**src/hw/rtl/hmp_pkg.sv**
```systemverilog
// Shared types and constants for the MAC address text parser.
package hmp_pkg;

  localparam int NUM_FIELDS_DEF = 6;
  localparam int MAC_W          = 48;
  localparam int CNT_W          = 3;
  localparam int CHAR_W         = 8;
  localparam int BYTE_W         = 8;
  localparam int DIGIT_W        = 4;
  localparam int QUEUE_DEPTH    = 2;

  localparam logic [CHAR_W-1:0] CH_PCT     = 8'h25;  // '%'
  localparam logic [CHAR_W-1:0] CH_THREE   = 8'h33;  // '3'
  localparam logic [CHAR_W-1:0] CH_UPPER_A = 8'h41;  // 'A'
  localparam logic [CHAR_W-1:0] CH_ZERO    = 8'h30;  // '0'
  localparam logic [CHAR_W-1:0] CH_NINE    = 8'h39;  // '9'
  localparam logic [CHAR_W-1:0] CH_LOWER_A = 8'h61;  // 'a'
  localparam logic [CHAR_W-1:0] CH_LOWER_F = 8'h66;  // 'f'
  localparam logic [CHAR_W-1:0] CH_UPPER_F = 8'h46;  // 'F'
  localparam logic [DIGIT_W-1:0] LETTER_BASE = 4'd10;

  localparam logic STATUS_OK       = 1'b0;
  localparam logic STATUS_OVERFLOW = 1'b1;

  // Classified character, as handed from front to back
  typedef struct packed {
    logic               first;
    logic               is_hex;
    logic [DIGIT_W-1:0] digit;
    logic               is_pct;
    logic               is_three;
    logic               is_upper_a;
  } hmp_class_t;

  typedef struct packed {
    logic [MAC_W-1:0] mac_address;
    logic             status;
    logic [CNT_W-1:0] field_count;
  } hmp_result_t;

  typedef enum logic [4:0] {
    PH_HALT  = 5'b00001,
    PH_START = 5'b00010,
    PH_FIELD = 5'b00100,
    PH_PCT   = 5'b01000,
    PH_PCT3  = 5'b10000
  } hmp_phase_t;

endpackage

```
**src/hw/rtl/hmp_front.sv**
```systemverilog
// Front end: accepts characters and classifies them for the parser.
module hmp_front (
  input  logic                     s_axis_tvalid,
  output logic                     s_axis_tready,
  input  logic [7:0]               s_axis_tdata,   // char_code
  input  logic [0:0]               s_axis_tuser,   // first
  input  logic                     q_full,
  output logic                     push,
  output hmp_pkg::hmp_class_t      push_data
);
  import hmp_pkg::*;

  logic [CHAR_W-1:0] c;
  logic              is_dec;
  logic              is_low;
  logic              is_up;

  assign c             = s_axis_tdata;
  assign s_axis_tready = !q_full;
  assign push          = s_axis_tvalid && !q_full;

  assign is_dec = (c >= CH_ZERO)    && (c <= CH_NINE);
  assign is_low = (c >= CH_LOWER_A) && (c <= CH_LOWER_F);
  assign is_up  = (c >= CH_UPPER_A) && (c <= CH_UPPER_F);

  always_comb begin
    push_data.first      = s_axis_tuser[0];
    push_data.is_hex     = is_dec || is_low || is_up;
    // letters differ only in the low nibble, 'a'/'A' = 1
    if (is_dec) begin
      push_data.digit = c[DIGIT_W-1:0];
    end else begin
      push_data.digit = c[DIGIT_W-1:0] + LETTER_BASE - 4'd1;
    end
    push_data.is_pct     = (c == CH_PCT);
    push_data.is_three   = (c == CH_THREE);
    push_data.is_upper_a = (c == CH_UPPER_A);
  end

endmodule

```
**src/hw/rtl/hmp_queue.sv**
```systemverilog
// Short queue of classified characters between front and back.
module hmp_queue (
  input  logic                clk,
  input  logic                rst,
  input  logic                push,
  input  hmp_pkg::hmp_class_t push_data,
  output logic                full,
  input  logic                pop,
  output logic                valid,
  output hmp_pkg::hmp_class_t pop_data
);
  import hmp_pkg::*;

  localparam int PTR_W = (QUEUE_DEPTH > 1) ? $clog2(QUEUE_DEPTH) : 1;
  localparam int CNT_QW = $clog2(QUEUE_DEPTH + 1);

  hmp_class_t        slots [QUEUE_DEPTH];
  logic [PTR_W-1:0]  wptr;
  logic [PTR_W-1:0]  rptr;
  logic [CNT_QW-1:0] count;

  function automatic logic [PTR_W-1:0] ptr_inc(input logic [PTR_W-1:0] p);
    if (p == PTR_W'(QUEUE_DEPTH - 1)) begin
      return '0;
    end
    return p + PTR_W'(1);
  endfunction

  assign full     = (count == CNT_QW'(QUEUE_DEPTH));
  assign valid    = (count != '0);
  assign pop_data = slots[rptr];

  always_ff @(posedge clk) begin
    if (push) begin
      slots[wptr] <= push_data;
    end
  end

  always_ff @(posedge clk) begin
    if (rst) begin
      wptr  <= '0;
      rptr  <= '0;
      count <= '0;
    end else begin
      if (push) begin
        wptr <= ptr_inc(wptr);
      end
      if (pop) begin
        rptr <= ptr_inc(rptr);
      end
      case ({push, pop})
        2'b10:   count <= count + CNT_QW'(1);
        2'b01:   count <= count - CNT_QW'(1);
        default: count <= count;
      endcase
    end
  end

endmodule

```
**src/hw/rtl/hmp_back.sv**
```systemverilog
// Back end: field parser state machine and result output register.
module hmp_back #(
  parameter int NUM_FIELDS = hmp_pkg::NUM_FIELDS_DEF
) (
  input  logic                 clk,
  input  logic                 rst,
  input  logic                 q_valid,
  input  hmp_pkg::hmp_class_t  item,
  output logic                 pop,
  output logic                 out_valid,
  input  logic                 out_ready,
  output hmp_pkg::hmp_result_t out_res
);
  import hmp_pkg::*;

  localparam int IDX_W  = $clog2(NUM_FIELDS + 1);
  localparam int CAT_W  = NUM_FIELDS * BYTE_W;
  localparam int WIDE_W = (CAT_W > MAC_W) ? CAT_W : MAC_W;

  hmp_phase_t        phase, phase_eff, phase_next;
  logic [BYTE_W-1:0] value, value_eff, value_next;
  logic [IDX_W-1:0]  index, index_eff, index_next;
  logic [BYTE_W-1:0] bytes      [NUM_FIELDS];
  logic [BYTE_W-1:0] bytes_eff  [NUM_FIELDS];
  logic [BYTE_W-1:0] bytes_next [NUM_FIELDS];

  logic                emit;
  logic                ovf;
  logic                step;
  logic [WIDE_W-1:0]   wide;
  logic [IDX_W+2:0]    count_ext;
  hmp_result_t         res;

  assign step = q_valid && (!out_valid || out_ready);
  assign pop  = step;

  always_comb begin
    phase_eff = item.first ? PH_START : phase;
    value_eff = item.first ? '0 : value;
    index_eff = item.first ? '0 : index;
    for (int k = 0; k < NUM_FIELDS; k++) begin
      bytes_eff[k] = item.first ? '0 : bytes[k];
    end

    phase_next = phase_eff;
    value_next = value_eff;
    index_next = index_eff;
    bytes_next = bytes_eff;
    emit       = 1'b0;
    ovf        = 1'b0;

    unique case (phase_eff)
      PH_START, PH_FIELD: begin
        if (item.is_hex) begin
          // value*16+digit exceeds 255 once the high nibble is set
          if (value_eff[BYTE_W-1 -: DIGIT_W] != '0) begin
            emit = 1'b1;
            ovf  = 1'b1;
          end else begin
            value_next = {value_eff[DIGIT_W-1:0], item.digit};
            phase_next = PH_FIELD;
          end
        end else if (phase_eff == PH_START) begin
          if (item.is_pct) begin
            phase_next = PH_PCT;
          end else begin
            emit = 1'b1;
          end
        end else begin
          // close the open field
          for (int k = 0; k < NUM_FIELDS; k++) begin
            if (index_eff == IDX_W'(k)) begin
              bytes_next[k] = value_eff;
            end
          end
          index_next = index_eff + IDX_W'(1);
          value_next = '0;
          if (index_next >= IDX_W'(NUM_FIELDS)) begin
            emit = 1'b1;
          end else if (item.is_pct) begin
            phase_next = PH_PCT;
          end else begin
            emit = 1'b1;
          end
        end
      end
      PH_PCT: begin
        if (item.is_three) begin
          phase_next = PH_PCT3;
        end else begin
          emit = 1'b1;
        end
      end
      PH_PCT3: begin
        if (item.is_upper_a) begin
          value_next = '0;
          phase_next = PH_FIELD;
        end else begin
          emit = 1'b1;
        end
      end
      PH_HALT: begin
      end
      default: phase_next = PH_HALT;
    endcase

    if (emit) begin
      phase_next = PH_HALT;
    end
  end

  // first field lands in the most significant byte
  always_comb begin
    wide = '0;
    for (int k = 0; k < NUM_FIELDS; k++) begin
      wide[(NUM_FIELDS-1-k)*BYTE_W +: BYTE_W] = bytes_next[k];
    end
    count_ext           = {3'b000, index_next};
    res.mac_address     = ovf ? '0 : wide[MAC_W-1:0];
    res.status          = ovf ? STATUS_OVERFLOW : STATUS_OK;
    res.field_count     = count_ext[CNT_W-1:0];
  end

  always_ff @(posedge clk) begin
    if (rst) begin
      phase <= PH_HALT;
      value <= '0;
      index <= '0;
      for (int k = 0; k < NUM_FIELDS; k++) begin
        bytes[k] <= '0;
      end
    end else if (step) begin
      phase <= phase_next;
      value <= value_next;
      index <= index_next;
      bytes <= bytes_next;
    end
  end

  always_ff @(posedge clk) begin
    if (rst) begin
      out_valid <= 1'b0;
    end else if (step && emit) begin
      out_valid <= 1'b1;
    end else if (out_ready) begin
      out_valid <= 1'b0;
    end
  end

  always_ff @(posedge clk) begin
    if (step && emit) begin
      out_res <= res;
    end
  end

`ifndef SYNTHESIS
  a_ovf_zero_mac: assert property (@(posedge clk) disable iff (rst)
    (out_valid && out_res.status == STATUS_OVERFLOW) |-> (out_res.mac_address == '0))
    else $error("overflow result carries a nonzero address");

  a_index_bound: assert property (@(posedge clk) disable iff (rst)
    index <= IDX_W'(NUM_FIELDS))
    else $error("field index past the field count");

  a_emit_halts: assert property (@(posedge clk) disable iff (rst)
    (step && emit) |=> (phase == PH_HALT && out_valid))
    else $error("parser did not halt after emitting a result");
`endif

endmodule

```
**src/hw/rtl/hex_mac_address_parser.sv**
```systemverilog
// Top level of the MAC address text parser.
//
// Characters of a MAC address text enter on the s_axis channel, one per
// transaction; tuser marks the first character of a new string, which
// restarts the parse. Hex digits in either case form fields, "%3A" separates
// them. At most one result per string leaves on m_axis: six bytes (first
// field on top), a field count and an overflow flag in tuser.
// Throughput: one character per cycle while no result waits on a stalled m_axis.
// Latency: the result is valid the cycle after the parser takes the character
// that ends the parse; a character is registered in the two-entry queue
// between the classifier and the parser before the parser sees it.
// Reset clears the queue, the output valid flag and the parser, which then
// ignores characters until one arrives flagged as first.
// When m_axis stalls with a result waiting, the parser holds; the queue fills
// and s_axis_tready drops once it is full.
module hex_mac_address_parser #(
  parameter int NUM_FIELDS = hmp_pkg::NUM_FIELDS_DEF
) (
  input  logic        clk,
  input  logic        rst,
  input  logic        s_axis_tvalid,
  output logic        s_axis_tready,
  input  logic [7:0]  s_axis_tdata,   // [7:0] char_code
  input  logic [0:0]  s_axis_tuser,   // [0] first
  output logic        m_axis_tvalid,
  input  logic        m_axis_tready,
  output logic [55:0] m_axis_tdata,   // [47:0] mac_address, [50:48] field_count, rest zero
  output logic [0:0]  m_axis_tuser    // [0] status
);
  import hmp_pkg::*;

  hmp_class_t  push_data;
  hmp_class_t  pop_data;
  hmp_result_t res;
  logic        push;
  logic        pop;
  logic        q_full;
  logic        q_valid;

  hmp_front u_front (
    .s_axis_tvalid (s_axis_tvalid),
    .s_axis_tready (s_axis_tready),
    .s_axis_tdata  (s_axis_tdata),
    .s_axis_tuser  (s_axis_tuser),
    .q_full        (q_full),
    .push          (push),
    .push_data     (push_data)
  );

  hmp_queue u_queue (
    .clk       (clk),
    .rst       (rst),
    .push      (push),
    .push_data (push_data),
    .full      (q_full),
    .pop       (pop),
    .valid     (q_valid),
    .pop_data  (pop_data)
  );

  hmp_back #(
    .NUM_FIELDS (NUM_FIELDS)
  ) u_back (
    .clk       (clk),
    .rst       (rst),
    .q_valid   (q_valid),
    .item      (pop_data),
    .pop       (pop),
    .out_valid (m_axis_tvalid),
    .out_ready (m_axis_tready),
    .out_res   (res)
  );

  assign m_axis_tdata = {5'b00000, res.field_count, res.mac_address};
  assign m_axis_tuser = res.status;

endmodule
```
**config.mk**
```make
export PLATFORM = sky130hd
export DESIGN_NAME = hex_mac_address_parser
export DESIGN_NICKNAME = d
export VERILOG_FILES = /design/src/hw/rtl/hmp_pkg.sv /design/src/hw/rtl/hmp_front.sv /design/src/hw/rtl/hmp_queue.sv /design/src/hw/rtl/hmp_back.sv /design/src/hw/rtl/hex_mac_address_parser.sv
export SDC_FILE = /design/constraint.sdc
export NUM_CORES = 1
export LEC_CHECK = 0
export BUFFER_PORTS_ARGS = -buffer_cell sky130_fd_sc_hd__buf_2
export CORE_ASPECT_RATIO = 1.4
export CORE_MARGIN = 2
export CORE_UTILIZATION = 58
export CTS_BUF_LIST = sky130_fd_sc_hd__clkbuf_16
export DETAILED_ROUTE_END_ITERATION = 16
export GPL_TIMING_DRIVEN = 0
export PLACE_DENSITY_LB_ADDON = 0.15
export REMOVE_ABC_BUFFERS = 1
export SLEW_MARGIN = 20
export SYNTH_ARGS = -nofsm -noshare
export SYNTH_HDL_FRONTEND = slang
export SYNTH_SLANG_ARGS = --single-unit
```
**constraint.sdc**
```tcl
create_clock -name clk -period 4.3 [get_ports clk]
set_input_delay 0.215 -clock clk [delete_from_list [all_inputs] [get_ports clk]]
set_output_delay 0.215 -clock clk [all_outputs]
set_load 0.02 [all_outputs]
```
# ---- Yosys cells after proc, flatten, opt, wreduce, memory -nomap -nowiden
# Memory sizes are Yosys's and may differ from the RTL's. A register that Yosys moved wholly into a read port is not among the register bits.
# Cells that the tools add are included.
dict set report classes {
  n_reduce_logical 17
  muxes 64
  addsub 7
  n_lt_le_gt_ge 7
  eq_ne 16
}
# operator count
set ops {}
lappend ops {{48-bit 2-to-1 mux} 3}
lappend ops {{8-bit 2-to-1 mux} 17}
lappend ops {{5-bit 2-to-1 mux} 9}
lappend ops {{1-bit 2-to-1 mux} 26}
lappend ops {{5-bit one-hot mux with 4 select lines} 1}
lappend ops {{8-bit by 6-bit equality test with 1-bit output (second input constant)} 2}
lappend ops {{8-bit by 7-bit greater-or-equal comparator with 1-bit output (second input constant)} 2}
lappend ops {{8-bit by 7-bit less-or-equal comparator with 1-bit output (second input constant)} 2}
lappend ops {{8-bit one-hot mux with 2 select lines} 1}
lappend ops {{3-bit 2-to-1 mux} 4}
lappend ops {{8-bit by 7-bit equality test with 1-bit output (second input constant)} 1}
lappend ops {{8-bit by 6-bit greater-or-equal comparator with 1-bit output (second input constant)} 1}
lappend ops {{8-bit by 6-bit less-or-equal comparator with 1-bit output (second input constant)} 1}
lappend ops {{3-bit by 2-bit equality test with 1-bit output (second input constant)} 2}
lappend ops {{3-bit equality test (second input constant)} 2}
lappend ops {{1-bit logical AND} 6}
lappend ops {{2-bit nonzero test} 3}
lappend ops {{5-bit by 1-bit equality test with 1-bit output (second input constant)} 1}
lappend ops {{5-bit by 2-bit equality test with 1-bit output (second input constant)} 1}
lappend ops {{5-bit by 3-bit equality test with 1-bit output (second input constant)} 1}
lappend ops {{5-bit by 4-bit equality test with 1-bit output (second input constant)} 1}
lappend ops {{5-bit equality test (second input constant)} 1}
lappend ops {{4-bit adder (second input constant)} 1}
lappend ops {{2-bit equality test (second input constant)} 2}
lappend ops {{other kinds (16)} 20}
dict set report word_totals {
  reg_bits 121
  ramBits 18
  output_inout_bits 59
  input_bits 13
  mem_count 1
}
# name words width rd rd_ports_with_merged_regs write_ports line_no
set memory_table {}
lappend memory_table {u_queue.slots 2 9 1 1 1 hmp_queue.sv:17} ;# hmp_class_t slots [QUEUE_DEPTH];

# ---- Longest topological paths before layout
# Gate-level depths: netlist of run 1.
dict set report logic_depth {
  word_depth 9
  ltp_mapped 13
  depth_no_buf 10
}

# ---- Hierarchy
# Synthesis of run 1 repeated with hierarchy kept, for this count alone.
dict set report hier_totals {
  hier_cells 628
  area_unflattened_um2 6467.5
}
# mod cells_per_inst area_each_um2 seq_area_each_um2 n_inst
set modules_own_cells {}
lappend modules_own_cells {hmp_back 538 5308.8 2862.7 1}
lappend modules_own_cells {hmp_queue 50 854.6 640.6 1}
lappend modules_own_cells {hmp_front 34 262.8 0.0 1}
lappend modules_own_cells {hex_mac_address_parser 6 41.3 0.0 1}

# ---- Worst setup path before layout of run 1
# OpenSTA, ideal clock, no wires.
dict set report synth_path {
  kind {register -> register}
  start {reg with a tool-made name}
  end {reg u_back.out_res[0] (netlist bit) (enable)}
  path_stages_with_launch 14
  path_slack_ps 521
  t_arrival_ps 3372
  path_cell_list {dfxtp_1 > buf_6 > mux2i_4 > buf_4 > buf_2 > nand2_1 > inv_1 > ha_1 > ha_1 > a21oi_1 > nor2_1 > o31ai_2 > nand2_1 > inv_1}
}
# item line_no
set synth_rtl {}
lappend synth_rtl {{end signal: assignment} hmp_back.sv:152} ;# out_res <= res;
lappend synth_rtl {{end: declaration} hmp_back.sv:12} ;# output hmp_pkg::hmp_result_t out_res

==> metrics.md, run 1 <==
| Metric | Value |
|---|---|
| Status | complete, no violations |
| Worst Setup End Kind | flop |
| Startpoint Class | flop |
| Met1 GRT Util | 0.272 |
| Worst skew pair latency | 410 ps |
| Slew HR | 0.379 |
| First-pass GRT wire length | 22.4 mm |
| Cell count after synthesis | 630 |
| Multi-input gate area | 0.00259 mm^2 |
| GPL Wtd Cong | 0.860 |
| Max-Cap Viols | 0 |
| Slew Viols, Final | 0 |
| Fin. Hold Viols | 0 |
| DR vias/cell | 5.93 |
| PD cells | 544 mW/mm^2 |
| Top cell type's share of synthesized area | 0.329 |
| Diode count | 0 |
| Seq. cell area | 0.00350 mm^2 |
| Maximum clock path buffer count | 2 |
| Final WS setup | 364 ps |
| Routed wire length | 14.0 mm |
| CP Cell Sequence | mux2i_4, buf_16, nand2_1, inv_1, ha_1, ha_1, a21oi_1, nor2_1, o31ai_2, nand2_1, inv_2, buf_12 |
| Initial core utilization | 0.592 |
| Grt total ovfl | 0 |
| Total Power | 3.98 mW |
| Final Core Density | 0.677 |
| P_int | 2.68 mW |
| Fmax | 254 MHz |
| GRT Total Usage | 0.241 |
| HPWL Detailed | 9.13 mm |
| Avg WL per Cell | 16.9 um |
| Worst path slowest cell | dfxtp_1 |
| Worst-margin pin slew | 924 ps |
| RSZ-0062 raised after global routing | false |
| Sequential share of power | 0.422 |
| Initial DRC count | 422 |
| Clock share of power | 0.350 |
| Setup-failing EPs final | 0 |
| Top FF cell, synth | edfxtp_1 |
| Avg Cell Area, Syn | 10.2 um^2 |
| Clk sinks | 140 |
| Nets | 698 |
| Share of layout cells above drive strength 1 | 0.189 |
| Switching Fraction | 0.326 |
| FP Rows | 45 |
| Largest net degree at the start of global routing | 64 |
| CTS root buffer | clkbuf_16 |
| Setup tns final | 0 ps |
| TritonCTS clock tree | done |
| Syn. warnings | 0 |
| Placed Area | 0.00673 mm^2 |
| Largest cells by area after synthesis | edfxtp_1 33%, dfxtp_1 22%, nand2_1 5.2% |
| DR vias | 4921 |
| Post-synth EDFFs | 70 |
| Worst hold path class | input pin to flop |
| Post-synthesis register bit count | 140 |
| Data required, critical path | 4400 ps |
| Placed Cells | 797 |
| Critical path peak fanout | 40 |
| Post-CTS Setup Inserts | 0 |
| CP Data Arrival Time | 4040 ps |
| Worst Setup Path Type | flop to flop |
| Die extent in x | 92.8 um |
| Cell variety after synth | 69 |
| IO Count | 72 |
| Max stage delay on crit path | 750 ps |
| Post-DRT Antenna Nets | 0 |
| DRC Markers | 0 |
| VDD IR max | 0.421 mV |
| NetSw | 1.30 mW |
| Final critical-path share of the clock period | 0.915 |
| PortBufs | 66 |
| TritonRoute pass-1 iters | 6 |
| Final Skew | 7.85 ps |
| Total CTS buffers | 17 |
| Core Footprint | 0.0108 mm^2 |
| Die Ht | 128 um |
| Die ar. | 0.0119 mm^2 |
| Met3 Usage GRT | 0.0506 |
| Syn Std Cell Area | 0.00640 mm^2 |
| Final instance area | 0.00732 mm^2 |
| Post-synth top area cell | edfxtp_1 |
| Post-synth ARST share | 0 |
| Post-cts sizing count | 0 |
| Post-route minimum period | 3940 ps |
| Placement Setup Slack | 306 ps |
| Final std cells w/o fill | 830 |
| GRT met2 Usage | 0.433 |
| P_leak | 2.57 nW |
| Fillers | 854 |
| Layout area overhead | 14.4% |
| Number of hold buffers added after CTS | 1 |
| Total number of H-tree levels | 4 |
| Logic pwr share | 0.228 |
| CTS clk-pin slew, worst paths | 60 ps |
| Final hold slack | 164 ps |
| Vias in the first global route | 4685 |
| Grt peak-use layer | met2 |
| Initial antenna violation count | 0 |
| Register area share after synthesis | 0.548 |
## sequential cells by signal, indices dropped and copies added, names as in the netlist, named ones only
register and cells:
u_back.index 3, u_back.out_valid 1, u_queue.wptr 1, u_queue.rptr 1, u_queue.slots 18, u_back.value 8
u_back.out_res 52, u_back.bytes 48, u_back.phase 5, u_queue.count 2
## logic make-up after synthesis
family	synth area share
AOI/OAI and AO/OA	0.154
xor gates and xnor gates	0.0137
adders and majority gates	0.0176
buffers and inverters	0.0491
DFF	0.548
muxes	0.0256
other	0.000586
and+or+nand+nor	0.192
## cell usage in the layout (no fill, tap or decap), drive strengths merged, types with 2 or more instances in the layout
cell      netlist  layout
clkbuf         20      20
nor4            3       3
and2            3       3
nor2b           6       6
dfxtp          70      70
nand4           4       4
o22ai           8       8
mux2            3       3
a21oi          57      57
nand3          30      30
nor2           75      75
clkinvlp        0       4
nand2b         14      14
o21ai          14      14
and3            5       5
o32ai           8       8
conb            1       5
a32o            4       4
edfxtp         70      70
and4            2       2
o31ai           3       3
inv            16      19
clkinv          0       5
nand2          92      92
xor2            4       4
mux2i          11      11
nor3            9       9
ha              9       9
a22o            3       3
xnor2           6       6
buf            27      69
a31oi           2       2
a22oi          33      33
o2bb2ai         4       4
## Yosys cell counts (2+ instances only)
master,number
nor2_4,3
o21ai_0,6
xor2_1,4
a22oi_1,33
ha_1,9
buf_2,14
nor3_1,6
a21oi_1,56
xnor2_1,6
nand3_1,27
o2bb2ai_1,4
nand2_1,89
buf_6,4
o22ai_1,8
a22o_1,3
inv_1,15
o31ai_1,2
mux2i_1,9
nand2b_1,14
nor2b_1,6
nor2_1,70
buf_4,8
o32ai_1,8
and2_1,3
nand3_2,3
dfxtp_1,70
clkbuf_1,20
nand4_1,3
o21ai_4,2
nor2_2,2
nor4_4,2
a32o_1,4
a31oi_1,2
nor3_2,3
and3_1,4
edfxtp_1,70
o21ai_1,5
nand2_2,2
## area by class of cell
class,count,share of cell area
Sequential cell,140,0.479
Multi-Input combinational cell,431,0.354
Clock buffer,20,0.0684
Timing Repair Buffer,70,0.0554
Tap cell,141,0.0241
Clock inverter,12,0.0109
Inverter,16,0.00820
## per-layer routing
metal	vias up	share of wire
met2	183	0.54
li1	2338	-
met5	-	0
met1	2363	0.39
met4	0	0.028
met3	37	0.046
## worst max-delay path, delay by kind of cell, from the launching register on
family / cells / cell delay [ps]
buffers and inverters: 4 / 870
DFF: 1 / 750
muxes: 1 / 710
AOI/OAI and AO/OA: 2 / 510
adders and majority gates: 2 / 370
and+or+nand+nor: 3 / 360
## path summary, 6_finish.rpt
kind	startpoint	to	slack, ps	cells after the start
setup reg to reg	flop	u_back.out_res[9]$_SDFFCE_PP0P_	360	12
setup / recovery	flop	u_back.out_res[9]$_SDFFCE_PP0P_	360	12
hold / removal	s_axis_tdata[4]	u_queue.slots[1][2]$_DFFE_PP_	160	2
hold reg to reg	u_back.bytes[7]$_SDFFE_PP0P_	u_back.bytes[7]$_SDFFE_PP0P_	450	2
## power by group through the flow
stage | sequential (mW) | combinational, mW | clock, mW
after floorplan | 1.77 | 0.538 | 0
after global placement | 1.70 | 0.841 | 0
after detailed placement | 1.71 | 0.898 | 0
after CTS | 1.68 | 0.904 | 1.41
after global routing | 1.70 | 0.985 | 1.46
final | 1.68 | 0.905 | 1.39
Note: power is estimated with default switching activity, not from simulation.
==> run 2, diff against run 1 <==
--- a/config.mk
+++ b/config.mk
@@ -6,9 +6,10 @@
 export NUM_CORES = 1
 export LEC_CHECK = 0
 export BUFFER_PORTS_ARGS = -buffer_cell sky130_fd_sc_hd__buf_2
+export CAP_MARGIN = 15
 export CORE_ASPECT_RATIO = 1.4
 export CORE_MARGIN = 2
-export CORE_UTILIZATION = 58
+export CORE_UTILIZATION = 63
 export CTS_BUF_LIST = sky130_fd_sc_hd__clkbuf_16
 export DETAILED_ROUTE_END_ITERATION = 16
 export GPL_TIMING_DRIVEN = 0
==> constraint.sdc (replaced) <==
create_clock -name clk -period 5 [get_ports clk]
set_input_delay 0.25 -clock clk [delete_from_list [all_inputs] [get_ports clk]]
set_output_delay 0.25 -clock clk [all_outputs]
set_load 0.005 [all_outputs]
==> run 2 against run 1 <==
Net effect:
- total power fell by 14%
- worst setup slack gained 680 ps
- clock skew about the same
- global-route usage is 2.5 points higher
- hold slack lost 140 ps
- utilization rose by 6.2 points
- sequential cell count is the same
- via count shrank 0.22%
- non-clock buffer count shrank 2
- highest routed layer unchanged
==> metrics.md, run 2 (synthesis gave the netlist of run 1 again) <==
| Metric | Value |
|---|---|
| Worst-margin pin slew | 954 ps |
| Seq. cell area | 0.00350 mm^2 |
| Fmax | 253 MHz |
| Clk sinks | 140 |
| FP Rows | 43 |
| Maximum clock path buffer count | 2 |
| PD cells | 468 mW/mm^2 |
| CP Data Arrival Time | 4060 ps |
| Slew HR | 0.359 |
| HPWL Detailed | 9.00 mm |
| RSZ-0062 raised after global routing | false |
| DR vias/cell | 5.97 |
| Critical path peak fanout | 41 |
| Die extent in x | 89.2 um |
| PortBufs | 66 |
| Initial DRC count | 490 |
| Hold Crit Depth | 1 |
| CTS clk-pin slew, worst paths | 60 ps |
| Worst R2R Path Depth | 12 |
| Nets | 696 |
| CTS root buffer | clkbuf_16 |
| Initial antenna violation count | 0 |
| Setup-failing EPs final | 0 |
| Diode count | 0 |
| Initial core utilization | 0.646 |
| Post-CTS Setup Inserts | 0 |
| Vias in the first global route | 4692 |
| Worst skew pair latency | 420 ps |
| P_leak | 2.59 nW |
| Hold Startpoint | s_axis_tuser |
| GPL Wtd Cong | 0.848 |
| Placed Cells | 790 |
| Post-route minimum period | 3950 ps |
| Die Ht | 123 um |
| Startpoint Class | flop |
| Status | complete, no violations |
| Total number of H-tree levels | 4 |
| Placed Area | 0.00671 mm^2 |
| Largest net degree at the start of global routing | 64 |
| Fin. Hold Viols | 0 |
| Grt total ovfl | 0 |
| Most frequent cells in the layout | 89 x nand2_1, 70 x nor2_1, 70 x dfxtp_1, 70 x edfxtp_1, 65 x buf_2 |
| Share of layout cells above drive strength 1 | 0.186 |
| TritonRoute pass-1 iters | 6 |
| Slew Viols, Final | 0 |
| Layout area overhead | 14.4% |
| Worst reg-to-reg setup slack | 1050 ps |
| Multi-input gate area | 0.00260 mm^2 |
| IO Count | 72 |
| Core Footprint | 0.00990 mm^2 |
| Most common cell after layout, fill and taps aside | nand2_1 |
| Final Skew | 8.23 ps |
| Largest regs | u_back.out_res: 52 flops, u_back.bytes: 48 flops, u_queue.slots: 18 flops |
| Largest Register | u_back.out_res |
| GRT Total Usage | 0.267 |
| VDD IR max | 0.363 mV |
| First-pass GRT wire length | 22.2 mm |
| TritonCTS clock tree | done |
| FF-to-FF End | u_back.out_res[14]$_SDFFCE_PP0P_ |
| Worst Setup Path Type | flop to flop |
| Total CTS buffers | 17 |
| Die ar. | 0.0110 mm^2 |
| Fillers | 699 |
| DRC Markers | 0 |
| Worst Setup End Kind | flop |
| Routed wire length | 13.8 mm |
| Post-cts sizing count | 0 |
| Data required, critical path | 5110 ps |
| Max FFs per register | 52 |
| Max-Cap Viols | 0 |
| Worst hold path class | input pin to flop |
| Final critical-path share of the clock period | 0.790 |
| Avg WL per Cell | 16.7 um |
| Post-DRT Antenna Nets | 0 |
| Hold Path End | u_queue.slots[1][8]$_DFFE_PP_ |
| Final std cells w/o fill | 822 |
| Final instance area | 0.00732 mm^2 |
| DR vias | 4910 |
| Number of hold buffers added after CTS | 0 |
[run 2: cell count changes in the layout (fill, tap and decap cells not counted)]
cell           delta
bufinv_16         +4
inv_4             -2
dlygate4sd3_1     -1
clkinvlp_4        -4
nand2b_1          -1
clkbuf_16         -3
buf_8             -1
nand2b_2          +1
inv_1             +2
clkinv_2          +3
[run 2: critical path, stage by stage (launching register included)]
cell and delay [ps]:
dfxtp_1 750, mux2i_4 720, buf_16 240, nand2_1 120, inv_1 90, ha_1 150, ha_1 250, a21oi_1 200
nor2_1 80, o31ai_2 330, nand2_1 140, inv_2 270, buf_12 260
[run 2: power breakdown]
group	internal (mW)	total, mW	switching, mW
clock network	0.824	1.28	0.456
logic	0.234	0.702	0.468
registers	1.35	1.44	0.0975
[run 2: how the worst max path moves through the flow]
stage | slack (ps) | end | depth (start not counted)
detailed placement | 1060 | u_back.out_res[18]$_SDFFCE_PP0P_ | 12
finish | 1050 | u_back.out_res[14]$_SDFFCE_PP0P_ | 12
CTS | 1050 | u_back.out_res[14]$_SDFFCE_PP0P_ | 12
floorplan | 780 | u_back.out_res[0]$_DFFE_PP_ | 10
global route | 790 | u_back.out_res[14]$_SDFFCE_PP0P_ | 12
global placement | -90 | u_back.out_res[18]$_SDFFCE_PP0P_ | 10
[run 2: layout make-up]
cell class,instances,area share
Clock inverter,15,0.0246
Tap cell,135,0.0231
Timing Repair Buffer,68,0.0520
Clock buffer,17,0.0581
Inverter,16,0.00821
Sequential cell,140,0.479
Multi-Input combinational cell,431,0.355
[run 2: per-stage QoR]
stage | hold WS, ps | power, mW | TNS (ps) | util | worst slack, ps
after floorplan | 319 | 1.91 | 0 | - | 780
after global placement | 438 | 2.11 | -4470 | 0.673 | -93.1
after detailed placement | 443 | 2.16 | 0 | 0.678 | 1060
after CTS | 12.6 | 3.43 | 0 | 0.739 | 1050
after global routing | 25.7 | 3.57 | 0 | 0.739 | 792
final | 24.8 | 3.43 | 0 | 0.739 | 1050
[run 2: layer usage]
layer  vias to the layer above  global-route usage  wire (um)
met3                        36              0.0534        920
li1                       2341                   -          -
met2                       222               0.458       7250
met4                         0               0.144        451
met5                         -                   0          0
met1                      2311               0.307       5140
